[src/design/esclz_pkg.sv]
// Shared types and constants for the escape-coded LZ byte decoder.
package esclz_pkg;

    localparam logic [7:0] ESC_BYTE          = 8'hFF;
    localparam logic [2:0] MIN_LEN           = 3'd3;
    localparam int         HISTORY_DEPTH_DEF = 64;
    localparam int         QUEUE_DEPTH       = 4;

    typedef enum logic [1:0] {
        CMD_LIT,
        CMD_REF,
        CMD_CLEAR
    } cmd_kind_t;

    typedef struct packed {
        cmd_kind_t  kind;
        logic [7:0] data;
        logic       last;
    } cmd_t;

    typedef enum logic {
        BK_IDLE,
        BK_COPY
    } bk_state_t;

endpackage

[src/design/esclz_in_if.sv]
// Compressed byte input channel.
interface esclz_in_if;
    logic       valid;
    logic       ready;
    logic [7:0] in_byte;
    logic       last_in_stream;

    modport source (output valid, output in_byte, output last_in_stream, input ready);
    modport sink   (input valid, input in_byte, input last_in_stream, output ready);
endinterface

[src/design/esclz_out_if.sv]
// Decompressed byte output channel.
interface esclz_out_if;
    logic       valid;
    logic       ready;
    logic [7:0] out_byte;
    logic       last_of_run;

    modport source (output valid, output out_byte, output last_of_run, input ready);
    modport sink   (input valid, input out_byte, input last_of_run, output ready);
endinterface

[src/design/esclz_front.sv]
// Front end: tracks escapes and turns input bytes into decoder commands.
module esclz_front (
    input  logic                clk,
    input  logic                rst_n,
    esclz_in_if.sink            in,
    input  logic                q_full,
    output logic                q_push,
    output esclz_pkg::cmd_t     q_cmd
);

    logic esc_reg;
    logic esc_next;
    logic accept;

    assign in.ready = !q_full;
    assign accept   = in.valid && !q_full;

    always_comb
    begin
        esc_next   = esc_reg;
        q_push     = 1'b0;
        q_cmd.kind = esclz_pkg::CMD_LIT;
        q_cmd.data = in.in_byte;
        q_cmd.last = in.last_in_stream;
        if (accept)
        begin
            if (!esc_reg)
            begin
                if (in.in_byte != esclz_pkg::ESC_BYTE)
                begin
                    q_push = 1'b1;
                end
                else if (in.last_in_stream)
                begin
                    q_push     = 1'b1;
                    q_cmd.kind = esclz_pkg::CMD_CLEAR;
                end
                else
                begin
                    esc_next = 1'b1;
                end
            end
            else
            begin
                esc_next = 1'b0;
                q_push   = 1'b1;
                if (in.in_byte != esclz_pkg::ESC_BYTE)
                begin
                    q_cmd.kind = esclz_pkg::CMD_REF;
                end
            end
            if (in.last_in_stream)
            begin
                esc_next = 1'b0;
            end
        end
    end

    always_ff @(posedge clk or negedge rst_n)
    begin
        if (!rst_n)
        begin
            esc_reg <= 1'b0;
        end
        else
        begin
            esc_reg <= esc_next;
        end
    end

endmodule

[src/design/esclz_queue.sv]
// Small command queue between front end and back end.
module esclz_queue (
    input  logic                clk,
    input  logic                rst_n,
    input  logic                push,
    input  esclz_pkg::cmd_t     push_cmd,
    input  logic                pop,
    output logic                valid,
    output logic                full,
    output esclz_pkg::cmd_t     head
);

    localparam int QAW = $clog2(esclz_pkg::QUEUE_DEPTH);
    localparam int CW  = $clog2(esclz_pkg::QUEUE_DEPTH + 1);

    esclz_pkg::cmd_t slot_reg [esclz_pkg::QUEUE_DEPTH];
    logic [QAW-1:0]  wr_ptr_reg;
    logic [QAW-1:0]  rd_ptr_reg;
    logic [CW-1:0]   count_reg;
    logic            do_push;
    logic            do_pop;

    assign valid   = (count_reg != '0);
    assign full    = (count_reg == CW'(esclz_pkg::QUEUE_DEPTH));
    assign head    = slot_reg[rd_ptr_reg];
    assign do_push = push && !full;
    assign do_pop  = pop && valid;

    always_ff @(posedge clk)
    begin
        if (do_push)
        begin
            slot_reg[wr_ptr_reg] <= push_cmd;
        end
    end

    always_ff @(posedge clk or negedge rst_n)
    begin
        if (!rst_n)
        begin
            wr_ptr_reg <= '0;
            rd_ptr_reg <= '0;
            count_reg  <= '0;
        end
        else
        begin
            if (do_push)
            begin
                wr_ptr_reg <= (wr_ptr_reg == QAW'(esclz_pkg::QUEUE_DEPTH - 1)) ?
                              '0 : wr_ptr_reg + 1'b1;
            end
            if (do_pop)
            begin
                rd_ptr_reg <= (rd_ptr_reg == QAW'(esclz_pkg::QUEUE_DEPTH - 1)) ?
                              '0 : rd_ptr_reg + 1'b1;
            end
            if (do_push && !do_pop)
            begin
                count_reg <= count_reg + 1'b1;
            end
            else if (do_pop && !do_push)
            begin
                count_reg <= count_reg - 1'b1;
            end
        end
    end

endmodule

[src/design/esclz_back.sv]
// Back end: executes literal and copy commands against the history memory.
module esclz_back #(
    parameter int HISTORY_DEPTH = esclz_pkg::HISTORY_DEPTH_DEF
) (
    input  logic                clk,
    input  logic                rst_n,
    input  logic                q_valid,
    input  esclz_pkg::cmd_t     q_cmd,
    output logic                q_pop,
    esclz_out_if.source         out
);

    localparam int AW = $clog2(HISTORY_DEPTH);
    localparam int PW = AW + 1;

    esclz_pkg::bk_state_t state_reg, state_next;
    logic [7:0]           mem [HISTORY_DEPTH];
    logic [HISTORY_DEPTH-1:0] vld_reg;
    logic [AW-1:0]        wp_reg, wp_next;
    logic [AW-1:0]        src_reg, src_next;
    logic [2:0]           cnt_reg, cnt_next;
    logic                 last_reg, last_next;
    logic [7:0]           rd_data_reg;
    logic                 rd_vld_reg;
    logic                 out_valid_reg, out_valid_next;
    logic [7:0]           out_byte_reg, out_byte_next;
    logic                 out_last_reg, out_last_next;

    logic                 out_free;
    logic                 we, re, clr, emit, emit_last;
    logic [7:0]           emit_byte;
    logic [AW-1:0]        raddr;
    logic [AW-1:0]        src_inc, src0;
    logic [6:0]           ref_dist;
    logic [PW-1:0]        dist_mod, wp_ext;
    logic [2:0]           len;
    logic                 fwd;

    function automatic logic [AW-1:0] ptr_inc(input logic [AW-1:0] p);
        ptr_inc = (p == AW'(HISTORY_DEPTH - 1)) ? '0 : p + 1'b1;
    endfunction

    assign out_free  = !out_valid_reg || out.ready;
    assign src_inc   = ptr_inc(src_reg);
    assign ref_dist  = {1'b0, q_cmd.data[7:2]} + 7'd1;
    assign dist_mod  = (PW'(ref_dist) == PW'(HISTORY_DEPTH)) ? '0 : PW'(ref_dist);
    assign wp_ext    = PW'(wp_reg);
    assign src0      = (wp_ext >= dist_mod) ? AW'(wp_ext - dist_mod)
                                            : AW'(wp_ext + PW'(HISTORY_DEPTH) - dist_mod);
    assign len       = {1'b0, q_cmd.data[1:0]} + esclz_pkg::MIN_LEN;
    assign fwd       = we && (wp_reg == raddr);

    always_comb
    begin
        state_next     = state_reg;
        wp_next        = wp_reg;
        src_next       = src_reg;
        cnt_next       = cnt_reg;
        last_next      = last_reg;
        q_pop          = 1'b0;
        re             = 1'b0;
        raddr          = src_inc;
        clr            = 1'b0;
        emit           = 1'b0;
        emit_byte      = rd_vld_reg ? rd_data_reg : 8'h00;
        emit_last      = 1'b0;
        we             = 1'b0;
        out_valid_next = out_valid_reg && !out.ready;
        out_byte_next  = out_byte_reg;
        out_last_next  = out_last_reg;

        case (state_reg)
            esclz_pkg::BK_IDLE:
            begin
                if (q_valid)
                begin
                    case (q_cmd.kind)
                        esclz_pkg::CMD_LIT:
                        begin
                            if (out_free)
                            begin
                                q_pop     = 1'b1;
                                emit      = 1'b1;
                                emit_byte = q_cmd.data;
                                emit_last = 1'b1;
                                clr       = q_cmd.last;
                            end
                        end
                        esclz_pkg::CMD_REF:
                        begin
                            q_pop      = 1'b1;
                            re         = 1'b1;
                            raddr      = src0;
                            src_next   = src0;
                            cnt_next   = len;
                            last_next  = q_cmd.last;
                            state_next = esclz_pkg::BK_COPY;
                        end
                        esclz_pkg::CMD_CLEAR:
                        begin
                            q_pop = 1'b1;
                            clr   = 1'b1;
                        end
                        default:
                        begin
                            q_pop = 1'b1;
                        end
                    endcase
                end
            end
            esclz_pkg::BK_COPY:
            begin
                if (out_free)
                begin
                    emit      = 1'b1;
                    emit_last = (cnt_reg == 3'd1);
                    src_next  = src_inc;
                    re        = 1'b1;
                    cnt_next  = cnt_reg - 3'd1;
                    if (cnt_reg == 3'd1)
                    begin
                        state_next = esclz_pkg::BK_IDLE;
                        clr        = last_reg;
                    end
                end
            end
            default:
            begin
                state_next = esclz_pkg::BK_IDLE;
            end
        endcase

        if (emit)
        begin
            we             = 1'b1;
            wp_next        = ptr_inc(wp_reg);
            out_valid_next = 1'b1;
            out_byte_next  = emit_byte;
            out_last_next  = emit_last;
        end
        if (clr)
        begin
            wp_next = '0;
        end
    end

    // History memory with write-to-read forwarding for overlapping copies.
    always_ff @(posedge clk)
    begin
        if (we)
        begin
            mem[wp_reg] <= emit_byte;
        end
        if (re)
        begin
            rd_data_reg <= fwd ? emit_byte : mem[raddr];
        end
        src_reg      <= src_next;
        last_reg     <= last_next;
        out_byte_reg <= out_byte_next;
        out_last_reg <= out_last_next;
    end

    always_ff @(posedge clk or negedge rst_n)
    begin
        if (!rst_n)
        begin
            state_reg     <= esclz_pkg::BK_IDLE;
            wp_reg        <= '0;
            cnt_reg       <= '0;
            vld_reg       <= '0;
            rd_vld_reg    <= 1'b0;
            out_valid_reg <= 1'b0;
        end
        else
        begin
            state_reg     <= state_next;
            wp_reg        <= wp_next;
            cnt_reg       <= cnt_next;
            out_valid_reg <= out_valid_next;
            if (re)
            begin
                rd_vld_reg <= fwd || vld_reg[raddr];
            end
            if (clr)
            begin
                vld_reg <= '0;
            end
            else if (we)
            begin
                vld_reg[wp_reg] <= 1'b1;
            end
        end
    end

    assign out.valid       = out_valid_reg;
    assign out.out_byte    = out_byte_reg;
    assign out.last_of_run = out_last_reg;

endmodule

[src/design/escape_lz_byte_decoder.sv]
// Top level of the escape-coded LZ byte decoder.
// Usage:
//   in  : one compressed byte per transaction, last_in_stream marks the final
//         byte of a stream; history and escape state return to start after it.
//   out : one decompressed byte per transaction, last_of_run set on the final
//         byte produced by an input byte.
// Path: a literal goes through the command queue and then the output register;
//   a back-reference reads history in the idle state and then yields one byte
//   per cycle (3 to 6 bytes) while out is not stalled.
// Throughput: the front end accepts one byte per cycle into a four-entry
//   command queue while the queue is not full. The back end pops no new
//   command during a copy and does length + 1 history reads per reference;
//   an escape opener pushes no command unless it ends the stream.
// Reset: queue, escape flag, write pointer and the per-entry history valid
//   bits clear at once; no clearing pass, the block is ready right away.
// Stall: the output register holds while out.ready is low; the back end
//   stops, the queue fills and then in.ready drops.
module escape_lz_byte_decoder #(
    parameter int HISTORY_DEPTH = esclz_pkg::HISTORY_DEPTH_DEF
) (
    input  logic        clk,
    input  logic        rst_n,
    esclz_in_if.sink    in,
    esclz_out_if.source out
);

    logic            q_push;
    logic            q_pop;
    logic            q_valid;
    logic            q_full;
    esclz_pkg::cmd_t push_cmd;
    esclz_pkg::cmd_t head_cmd;

    esclz_front u_front (
        .clk    (clk),
        .rst_n  (rst_n),
        .in     (in),
        .q_full (q_full),
        .q_push (q_push),
        .q_cmd  (push_cmd)
    );

    esclz_queue u_queue (
        .clk      (clk),
        .rst_n    (rst_n),
        .push     (q_push),
        .push_cmd (push_cmd),
        .pop      (q_pop),
        .valid    (q_valid),
        .full     (q_full),
        .head     (head_cmd)
    );

    esclz_back #(
        .HISTORY_DEPTH (HISTORY_DEPTH)
    ) u_back (
        .clk     (clk),
        .rst_n   (rst_n),
        .q_valid (q_valid),
        .q_cmd   (head_cmd),
        .q_pop   (q_pop),
        .out     (out)
    );

`ifndef ASSERT_OFF
    a_no_push_when_full: assert property (@(posedge clk) disable iff (!rst_n)
        q_push |-> !q_full)
        else $error("command pushed into full queue");

    a_pop_needs_entry: assert property (@(posedge clk) disable iff (!rst_n)
        q_pop |-> q_valid)
        else $error("command popped from empty queue");

    a_out_held_on_stall: assert property (@(posedge clk) disable iff (!rst_n)
        (out.valid && !out.ready) |=> (out.valid && $stable(out.out_byte)))
        else $error("output changed while stalled");
`endif

endmodule

[src/flat_wrapper.sv]
// flat-port wrapper written by rule: the top's interface ports become plain ports
module escape_lz_byte_decoder_flat 
#(
    parameter int HISTORY_DEPTH = esclz_pkg::HISTORY_DEPTH_DEF
)
  (clk, rst_n, in_valid, in_in_byte, in_last_in_stream, in_ready, out_valid, out_out_byte, out_last_of_run, out_ready);
  esclz_in_if in_i ();
  esclz_out_if out_i ();
  input  logic clk;
  input  logic rst_n;
  input wire logic [$bits(in_i.valid)-1:0] in_valid;
  input wire logic [$bits(in_i.in_byte)-1:0] in_in_byte;
  input wire logic [$bits(in_i.last_in_stream)-1:0] in_last_in_stream;
  output wire logic [$bits(in_i.ready)-1:0] in_ready;
  output wire logic [$bits(out_i.valid)-1:0] out_valid;
  output wire logic [$bits(out_i.out_byte)-1:0] out_out_byte;
  output wire logic [$bits(out_i.last_of_run)-1:0] out_last_of_run;
  input wire logic [$bits(out_i.ready)-1:0] out_ready;
  assign in_i.valid = in_valid;
  assign in_i.in_byte = in_in_byte;
  assign in_i.last_in_stream = in_last_in_stream;
  assign in_ready = in_i.ready;
  assign out_valid = out_i.valid;
  assign out_out_byte = out_i.out_byte;
  assign out_last_of_run = out_i.last_of_run;
  assign out_i.ready = out_ready;
  escape_lz_byte_decoder #(.HISTORY_DEPTH(HISTORY_DEPTH)) u_core (.clk(clk), .rst_n(rst_n), .in(in_i), .out(out_i));
endmodule
[config.mk]
export PLATFORM = sky130hd
export DESIGN_NAME = escape_lz_byte_decoder_flat
export DESIGN_NICKNAME = d
export VERILOG_FILES = /design/src/design/esclz_pkg.sv /design/src/design/esclz_in_if.sv /design/src/design/esclz_out_if.sv /design/src/design/esclz_front.sv /design/src/design/esclz_queue.sv /design/src/design/esclz_back.sv /design/src/design/escape_lz_byte_decoder.sv /design/src/flat_wrapper.sv
export SDC_FILE = /design/constraint.sdc
export NUM_CORES = 1
export LEC_CHECK = 0
export BUFFER_PORTS_ARGS = -buffer_cell sky130_fd_sc_hd__buf_2
export CAP_MARGIN = 20
export CORE_ASPECT_RATIO = 0.6
export CORE_MARGIN = 4
export CORE_UTILIZATION = 55
export DETAILED_ROUTE_END_ITERATION = 8
export GPL_ROUTABILITY_DRIVEN = 0
export PLACE_DENSITY_LB_ADDON = 0.12
export SYNTH_ARGS = -nofsm -noshare
export SYNTH_HDL_FRONTEND = slang
export SYNTH_SLANG_ARGS = --single-unit
[constraint.sdc]
create_clock -name clk -period 6.6 [get_ports clk]
set_input_delay 0.33 -clock clk [delete_from_list [all_inputs] [get_ports clk]]
set_output_delay 0.33 -clock clk [all_outputs]
set_load 0.05 [all_outputs]
==> reports/qor.csv, run 1 <==
stage,metric,value,unit
final_layout,Final nets,1863,
timing,Worst Max-Slew Pin Slew,1.19,ns
global_routing,largest net degree at the start of global routing,107,
global_routing,vias in the first global route,15894,
timing,clock skew,0.0338,ns
global_routing,gr usage total,0.270,
hold_path,worst hold path startpoint,in_valid,
routing,DRT iter0 DRCs,2321,
yosys,Post-synth top cells,"580 x edfxtp_1, 207 x nand2_1, 91 x nor2_1",
worst_setup_path,Crit Path Max Fanout,106,
worst_setup_path,CP Cell Sequence,mux4_2 -> ha_1 -> and2_1 -> nand2_1 -> o21ai_0 -> fa_1 -> mux2_8 -> mux2_2 -> a222oi_1 -> o22ai_1 -> a31o_1 -> o32ai_1 -> a41oi_1,
routing,DR DRC count,0,
timing,setup TNS,0,ns
yosys,Synth Flop Type,edfxtp_1,
timing,Max Freq,179,MHz
worst_setup_path,R2R cell count,13,
timing,Worst slew margin,0.206,
cts,"Hold-fix buffers, CTS",10,
die,I/O Pins,24,
die,Rows,62,
timing,time the worst path needs with I/O delays and setup,5.58,ns
yosys,Mapped Cells,1801,
cts,H-tree depth,2,
job,total of max-cap violations,0,
timing,endpoints failing hold,0,
worst_setup_path,worst endpoint required time,6.93,ns
routing,top layer used by detailed routing,met4,
worst_setup_path,Worst Path Arrival,5.91,ns
cts,root buffer cell,clkbuf_16,
global_routing,first-pass GRT wire length,107000,µm
yosys,syn avg cell area,15.0,µm²
timing,Final setup viols,0,
final_layout,layout cells sized above 1,0.114,
cts,clock sink total,664,
routing,met1 WL,33000,µm
timing,final worst slack,1.02,ns
hold_path,hold crit path type,in -> reg,
routing,1st-pass router iterations,8,
yosys,Yosys top cell area share,0.643,
status,run status,"complete, no violations",
worst_setup_path,Worst Setup End Kind,flop,
worst_setup_path,worst reg-to-reg setup slack,1.02,ns
final_layout,area grow syn2layout,10.7,%
timing,RSZ-0062 raised after global routing,no,
yosys,"FF+latch count, synth",664,
global_routing,initial antenna violation count,1,
yosys,Mapped Area,27100,µm²
cts,clk_lat worst skew,0.62,ns
worst_setup_path,"delay-heaviest family, CP",multiplexers,
final_layout,Largest register FFs,512,
placed_design,IO Port Bufs,23,
routing,Detail Route met3 WL,8410,µm
routing,DRT antenna net count,0,
placed_design,Setup WS pre-CTS,1.10,ns
cts,Post-CTS Setup Bufs,0,
routing,drt total wl,71500,µm
worst_setup_path,nature of the critical path startpoint,flop,
yosys,Synth async-reset ratio,0.127,
die,DIE AREA,53000,µm²
yosys,"count leader, synth",edfxtp_1,
global_routing,total gr overflow,0,
worst_setup_path,"Buf+Inv Stages, Crit Path",0,
yosys,Synth area leaders,"edfxtp_1 64%, dfrtp_1 7.8%, nand2_1 2.9%",
yosys,number of flops mapped to enable cells by yosys,580,
worst_setup_path,CP Class,reg -> reg,
final_layout,ant diodes,0,
timing,period utilisation layout,0.846,
routing,vias post-DR,16736,
cts,Max clock buf depth,3,
routing,DR WL/cell,28.4,µm
worst_setup_path,worst stage delay on the critical path,0.78,ns
final_layout,fillers,3545,
die,Die H,180,µm
cts,post-CTS sizing,0,
worst_setup_path,Worst path slowest cell,mux2_8,
die,core area,48300,µm²
timing,Hold Worst Slack,0.127,ns
hold_path,hold path cells,3,
die,Initial Util,0.561,
yosys,syn_nets,1832,
worst_setup_path,Worst R2R Start,u_core.u_queue.rd_ptr_reg[0],
yosys,Netlist cell types,73,
placed_design,HPWL after DPL,44500,µm
yosys,Synth area leader,edfxtp_1,
die,Die Wd,295,µm
cts,CTS tree,yes,
cts,Num CTS Buffers,57,
worst_setup_path,Reg2Reg Capture Point,u_core.u_back.rd_data_reg[3],
routing,met2 routed WL,28600,µm
timing,Pins Over Slew Limit,0,
hold_path,Hold Path End,u_core.u_front.esc_reg,
cts,clk slew on worst S/H paths,0.07,ns
routing,vias per inst,6.64,
yosys,post-synthesis sequential area ratio,0.721,
yosys,Ys Warns,0,
[metal layers]
metal,vias up,global-route usage
met5,-,0
met4,0,0.0627
met3,108,0.0665
met2,954,0.352
met1,8511,0.452
li1,7163,-
[worst max-delay path by stage]
stage / from / end / slack (ns) / cells after the start
6_report: u_core.u_queue.rd_ptr_reg[0] / u_core.u_back.rd_data_reg[3] / 1.02 / 13
4_1_cts: u_core.u_queue.rd_ptr_reg[0] / u_core.u_back.rd_data_reg[4] / 1.10 / 13
5_1_grt: u_core.u_queue.rd_ptr_reg[0] / u_core.u_back.rd_data_reg[4] / 0.72 / 14
2_1_floorplan: u_core.u_queue.rd_ptr_reg[0] / u_core.u_back.mem[0][3] / 1.45 / 6
3_3_place_gp: u_core.u_queue.rd_ptr_reg[0] / u_core.u_back.rd_data_reg[4] / 1.11 / 13
3_5_place_dp: u_core.u_queue.rd_ptr_reg[0] / u_core.u_back.rd_data_reg[3] / 1.10 / 13
[placed cells by master (no fill, tap or decap), types with 12 or more instances in the layout]
| cell | count |
|---|---|
| edfxtp_1 | 580 |
| nand2_1 | 207 |
| nor2_1 | 91 |
| dfrtp_1 | 84 |
| o21a_1 | 71 |
| a21oi_1 | 59 |
| mux2i_1 | 57 |
| clkbuf_16 | 57 |
| o21ai_0 | 54 |
| a221oi_1 | 48 |
| buf_4 | 45 |
| a221o_1 | 40 |
| o211ai_1 | 26 |
| a22oi_1 | 25 |
| nand3_1 | 24 |
| buf_2 | 22 |
| o22a_1 | 21 |
| and3_1 | 19 |
| mux2_2 | 18 |
| a311oi_1 | 18 |
| inv_1 | 17 |
| xnor2_1 | 17 |
| clkinv_1 | 16 |
| ha_1 | 16 |
| a222oi_1 | 15 |
| clkbuf_1 | 14 |
| mux4_2 | 13 |
| clkinv_2 | 12 |
[per-stage QoR]
step / area [µm²] / utilization / std cells
global placement: 28000 / 0.581 / 2395
CTS: 29900 / 0.620 / 2515
detailed placement: 28100 / 0.582 / 2397
global route: 30000 / 0.621 / 2521
finish: 30000 / 0.621 / 2521
floorplan: 27100 / - / 1801
[worst min-delay path: cells and delay by family]
family	cells	cell delay [ns]
AO/OA/AOI/OAI	1	0.09
buffers and inverters	1	0.10
AND/OR/NAND/NOR	1	0.17
[cell type report]
| cell class | count | area (µm²) | area share |
|---|---|---|---|
| Multi-Input combinational cell | 1004 | 7140 | 0.238 |
| Sequential cell | 664 | 19500 | 0.651 |
| Inverter | 19 | 71.3 | 0.00238 |
| Clock inverter | 35 | 260 | 0.00868 |
| Timing Repair Buffer | 86 | 684 | 0.0228 |
| Tap cell | 640 | 801 | 0.0267 |
| Clock buffer | 73 | 1510 | 0.0502 |
[cells by family (layout without fill, tap and decap cells)]
family / Yosys count / after routing / share of synthesized area
AND/OR/NAND/NOR: 402 / 402 / 0.0653
adder cells (fa/ha/maj): 18 / 18 / 0.00887
AO/OA/AOI/OAI: 459 / 459 / 0.128
flip-flops: 664 / 664 / 0.721
XOR/XNOR: 22 / 22 / 0.00711
buffers and inverters: 133 / 213 / 0.0219
multiplexers: 103 / 103 / 0.0485
Power of run 1 is not shown: default switching activity piles up to over one toggle a cycle in this logic, so the estimate is an artifact.
==> run 2, diff against run 1 <==
--- a/config.mk
+++ b/config.mk
@@ -5,6 +5,7 @@
 export SDC_FILE = /design/constraint.sdc
 export NUM_CORES = 1
 export LEC_CHECK = 0
+export ABC_AREA = 1
 export BUFFER_PORTS_ARGS = -buffer_cell sky130_fd_sc_hd__buf_2
 export CAP_MARGIN = 20
 export CORE_ASPECT_RATIO = 0.6
==> constraint.sdc (replaced) <==
create_clock -name clk -period 5.35 [get_ports clk]
set_input_delay 0.2675 -clock clk [delete_from_list [all_inputs] [get_ports clk]]
set_output_delay 0.2675 -clock clk [all_outputs]
set_load 0.05 [all_outputs]
==> run 2 against run 1 <==
Net effect: wire length increased by 10%; via count increased by 22%; critical path depth increased by 6; register-to-register slack got worse by 0.58 ns; die area increased by 8.1%; synthesized cell count increased by 55%; sequential cell count unchanged; global-route usage increased by 0.23 points; cell area increased by 7.6%; maximum frequency increased by 14%; sequential share of layout area decreased by 4.6 points; critical endpoint is now u_core.u_back.rd_data_reg[1].
==> reports/qor.csv, run 2 <==
stage,metric,value,unit,change
status,run status,"complete, no violations",,
worst_setup_path,worst reg-to-reg setup slack,0.44,ns,-0.58 ns
die,Die Wd,306,µm,+4.0%
final_layout,layout cells sized above 1,0.0668,,-0.0470
worst_setup_path,most frequent CP cell,nand3_1,,
global_routing,first-pass GRT wire length,119000,µm,+12%
timing,endpoints failing hold,0,,unchanged
final_layout,Largest register FFs,512,,unchanged
cts,clk_lat worst skew,0.61,ns,about the same
yosys,Synth area leader,edfxtp_1,,
die,Rows,65,,+4.8%
timing,Worst slew margin,0.256,,+0.0503
worst_setup_path,nature of the critical path startpoint,flop,,
timing,Worst Max-Slew Pin Slew,1.11,ns,-0.0795 ns
routing,DRT antenna net count,0,,unchanged
die,DIE AREA,57300,µm²,+8.1%
job,total of max-cap violations,0,,unchanged
yosys,"count leader, synth",nand2_1,,
timing,Max Freq,204,MHz,+14%
worst_setup_path,CP Class,reg -> reg,,
cts,Num CTS Buffers,58,,+1.8%
global_routing,met3 GRT Util,0.0869,,+0.0204
yosys,mux cell area share after synthesis,0.000383,,-0.0482
yosys,post-synthesis xor/xnor area fraction,0.00239,,-0.00473
timing,period utilisation layout,0.917,,+0.0716
timing,setup TNS,0,ns,unchanged
final_layout,Final nets,2812,,+51%
worst_setup_path,Critical Path Stages,19,,+6
worst_setup_path,"Buf+Inv Stages, Crit Path",4,,+4
global_routing,largest net degree at the start of global routing,197,,+84%
cts,clock sink total,664,,unchanged
worst_setup_path,Worst Path Arrival,5.27,ns,-0.64 ns
routing,1st-pass router iterations,6,,-2
final_layout,Multi-input gate area,8150,µm²,+14%
global_routing,most used routing layer,met1,,
worst_setup_path,worst stage delay on the critical path,0.61,ns,-0.17 ns
yosys,Mapped Area,29400,µm²,+8.4%
cts,clk slew on worst S/H paths,0.07,ns,about the same
hold_path,hold crit path type,in -> async,,
cts,Max clock buf depth,3,,unchanged
yosys,Mapped Cells,2797,,+55%
worst_setup_path,R2R cell count,19,,+6
die,core area,52700,µm²,+9.2%
yosys,Synth async-reset ratio,0.127,,unchanged
yosys,post-synthesis sequential area ratio,0.665,,-0.0560
worst_setup_path,Reg2Reg Capture Point,u_core.u_back.rd_data_reg[1],,
worst_setup_path,worst endpoint required time,5.72,ns,-1.21 ns
final_layout,fillers,4218,,+19%
yosys,Post-Synth Simple-Gate Area,0.228,,+0.162
routing,vias per inst,5.78,,-13%
global_routing,GRT met1 Usage,0.425,,-0.0271
routing,DR WL/cell,22.3,µm,-21%
worst_setup_path,CP Cell Sequence,inv_2 -> nand3_1 -> nand2_2 -> inv_1 -> ha_1 -> nand3_1 -> o41ai_1 -> fa_1 -> o21ai_4 -> inv_4 -> buf_12 -> nand2_1 -> nand3_1 -> nand3_1 -> nand3_1 -> nand3_1 -> nand2_1 -> nand2_1 -> nand2_1,,
yosys,Yosys top cell area share,0.593,,-0.0499
final_layout,area grow syn2layout,9.84,%,
routing,drt total wl,78900,µm,+10%
global_routing,met2 Use GR,0.369,,+0.0176
yosys,largest family of logic cells by synthesized area,simple AND/OR/NAND/NOR gates,,
yosys,Ys Warns,0,,unchanged
worst_setup_path,"delay-heaviest family, CP",simple AND/OR/NAND/NOR gates,,
yosys,"FF+latch count, synth",664,,unchanged
routing,vias post-DR,20420,,+22%
global_routing,total gr overflow,0,,unchanged
final_layout,sequential standard cell area,19500,µm²,unchanged
yosys,number of flops mapped to enable cells by yosys,580,,unchanged
timing,Final setup viols,0,,unchanged
final_layout,ant diodes,0,,unchanged
routing,DRT iter0 DRCs,2466,,+6.2%
yosys,Post-synth top cells,"724 x nand2_1, 580 x edfxtp_1, 434 x nand3_1",,
worst_setup_path,Worst R2R Start,u_core.u_queue.rd_ptr_reg[1],,
global_routing,gr usage total,0.272,,+0.00225
timing,RSZ-0062 raised after global routing,no,,
final_layout,"commonest non-fill, non-tap cells in the layout","724 x nand2_1, 580 x edfxtp_1, 434 x nand3_1",,
worst_setup_path,Worst path slowest cell,dfrtp_1,,
timing,Pins Over Slew Limit,0,,unchanged
yosys,post-synthesis adder-cell area fraction,0.00818,,-0.000689
global_routing,vias in the first global route,18854,,+19%
worst_setup_path,Worst Setup End Kind,flop,,
worst_setup_path,Crit Path Max Fanout,49,,-54%
yosys,Netlist cell types,41,,-44%
placed_design,HPWL after DPL,47300,µm,+6.3%
routing,DR DRC count,0,,unchanged
timing,time the worst path needs with I/O delays and setup,4.91,ns,-0.674 ns
yosys,area fraction in compound gates after synthesis,0.0349,,-0.0928
yosys,Synth area leaders,"edfxtp_1 59%, nand2_1 9.3%, nand3_1 7.4%",,
cts,root buffer cell,clkbuf_16,,
final_layout,"commonest non-fill, non-tap cell in the layout",nand2_1,,
global_routing,initial antenna violation count,1,,unchanged
die,I/O Pins,24,,unchanged
cts,CTS tree,yes,,
yosys,syn_nets,2828,,+54%
placed_design,IO Port Bufs,23,,unchanged
die,Die H,187,µm,+3.9%
yosys,syn avg cell area,10.5,µm²,-30%
timing,clock skew,0.0222,ns,-0.0116 ns
cts,H-tree depth,2,,unchanged
die,Initial Util,0.557,,-0.00412
yosys,Synth Flop Type,edfxtp_1,,
[run 2: stage by stage]
stage	hold slack, ns	instance area (µm²)	util	setup WS [ns]	instances
after global routing	0.170	32300	0.612	0.0943	3533
after detailed placement	0.214	30100	0.571	0.422	3407
after CTS	0.118	32200	0.611	0.408	3528
final	0.133	32300	0.612	0.442	3533
after floorplan	-0.0281	29400	-	0.708	2797
after global placement	0.214	30100	0.571	0.562	3406
[run 2: layout make-up]
class	count	area share
Timing Repair Buffer	78	0.0209
Multi-Input combinational cell	1699	0.253
Inverter	280	0.0327
Tap cell	703	0.0273
Clock inverter	26	0.0111
Clock buffer	83	0.0504
Sequential cell	664	0.605
[run 2: kinds of logic after synthesis]
kind of cell / after synthesis
flops: 664
fa+ha+maj: 18
xor+xnor: 8
mux: 1
compound gates: 169
buf+inv: 434
simple gates: 1503
[run 2: worst max-delay path by stage]
stage | startpoint | to | slack, ns
after floorplan | u_core.u_queue.rd_ptr_reg[0] | u_core.u_back.mem[0][5] | 0.71
after global placement | u_core.u_queue.rd_ptr_reg[1] | u_core.u_back.rd_data_reg[4] | 0.56
after detailed placement | u_core.u_queue.rd_ptr_reg[1] | u_core.u_back.rd_data_reg[4] | 0.42
after CTS | u_core.u_queue.rd_ptr_reg[1] | u_core.u_back.rd_data_reg[4] | 0.41
after global routing | u_core.u_queue.rd_ptr_reg[1] | u_core.u_back.rd_data_reg[4] | 0.09
final | u_core.u_queue.rd_ptr_reg[1] | u_core.u_back.rd_data_reg[1] | 0.44
[run 2: what timing repair did]
item                                   CTS  global route
hold buffers                            12             0
gates resized for setup                  0             0
setup buffers                            0             0
endpoints found under the hold margin   64             0
[run 2: layer usage]
metal,vias up,share of wire,wire (µm)
met5,-,0.00013,10
met3,130,0.12,9630
met1,9815,0.44,35000
li1,9432,-,-
met2,1041,0.41,32400
met4,2,0.024,1920
Power of run 2 is left out for the same reason.
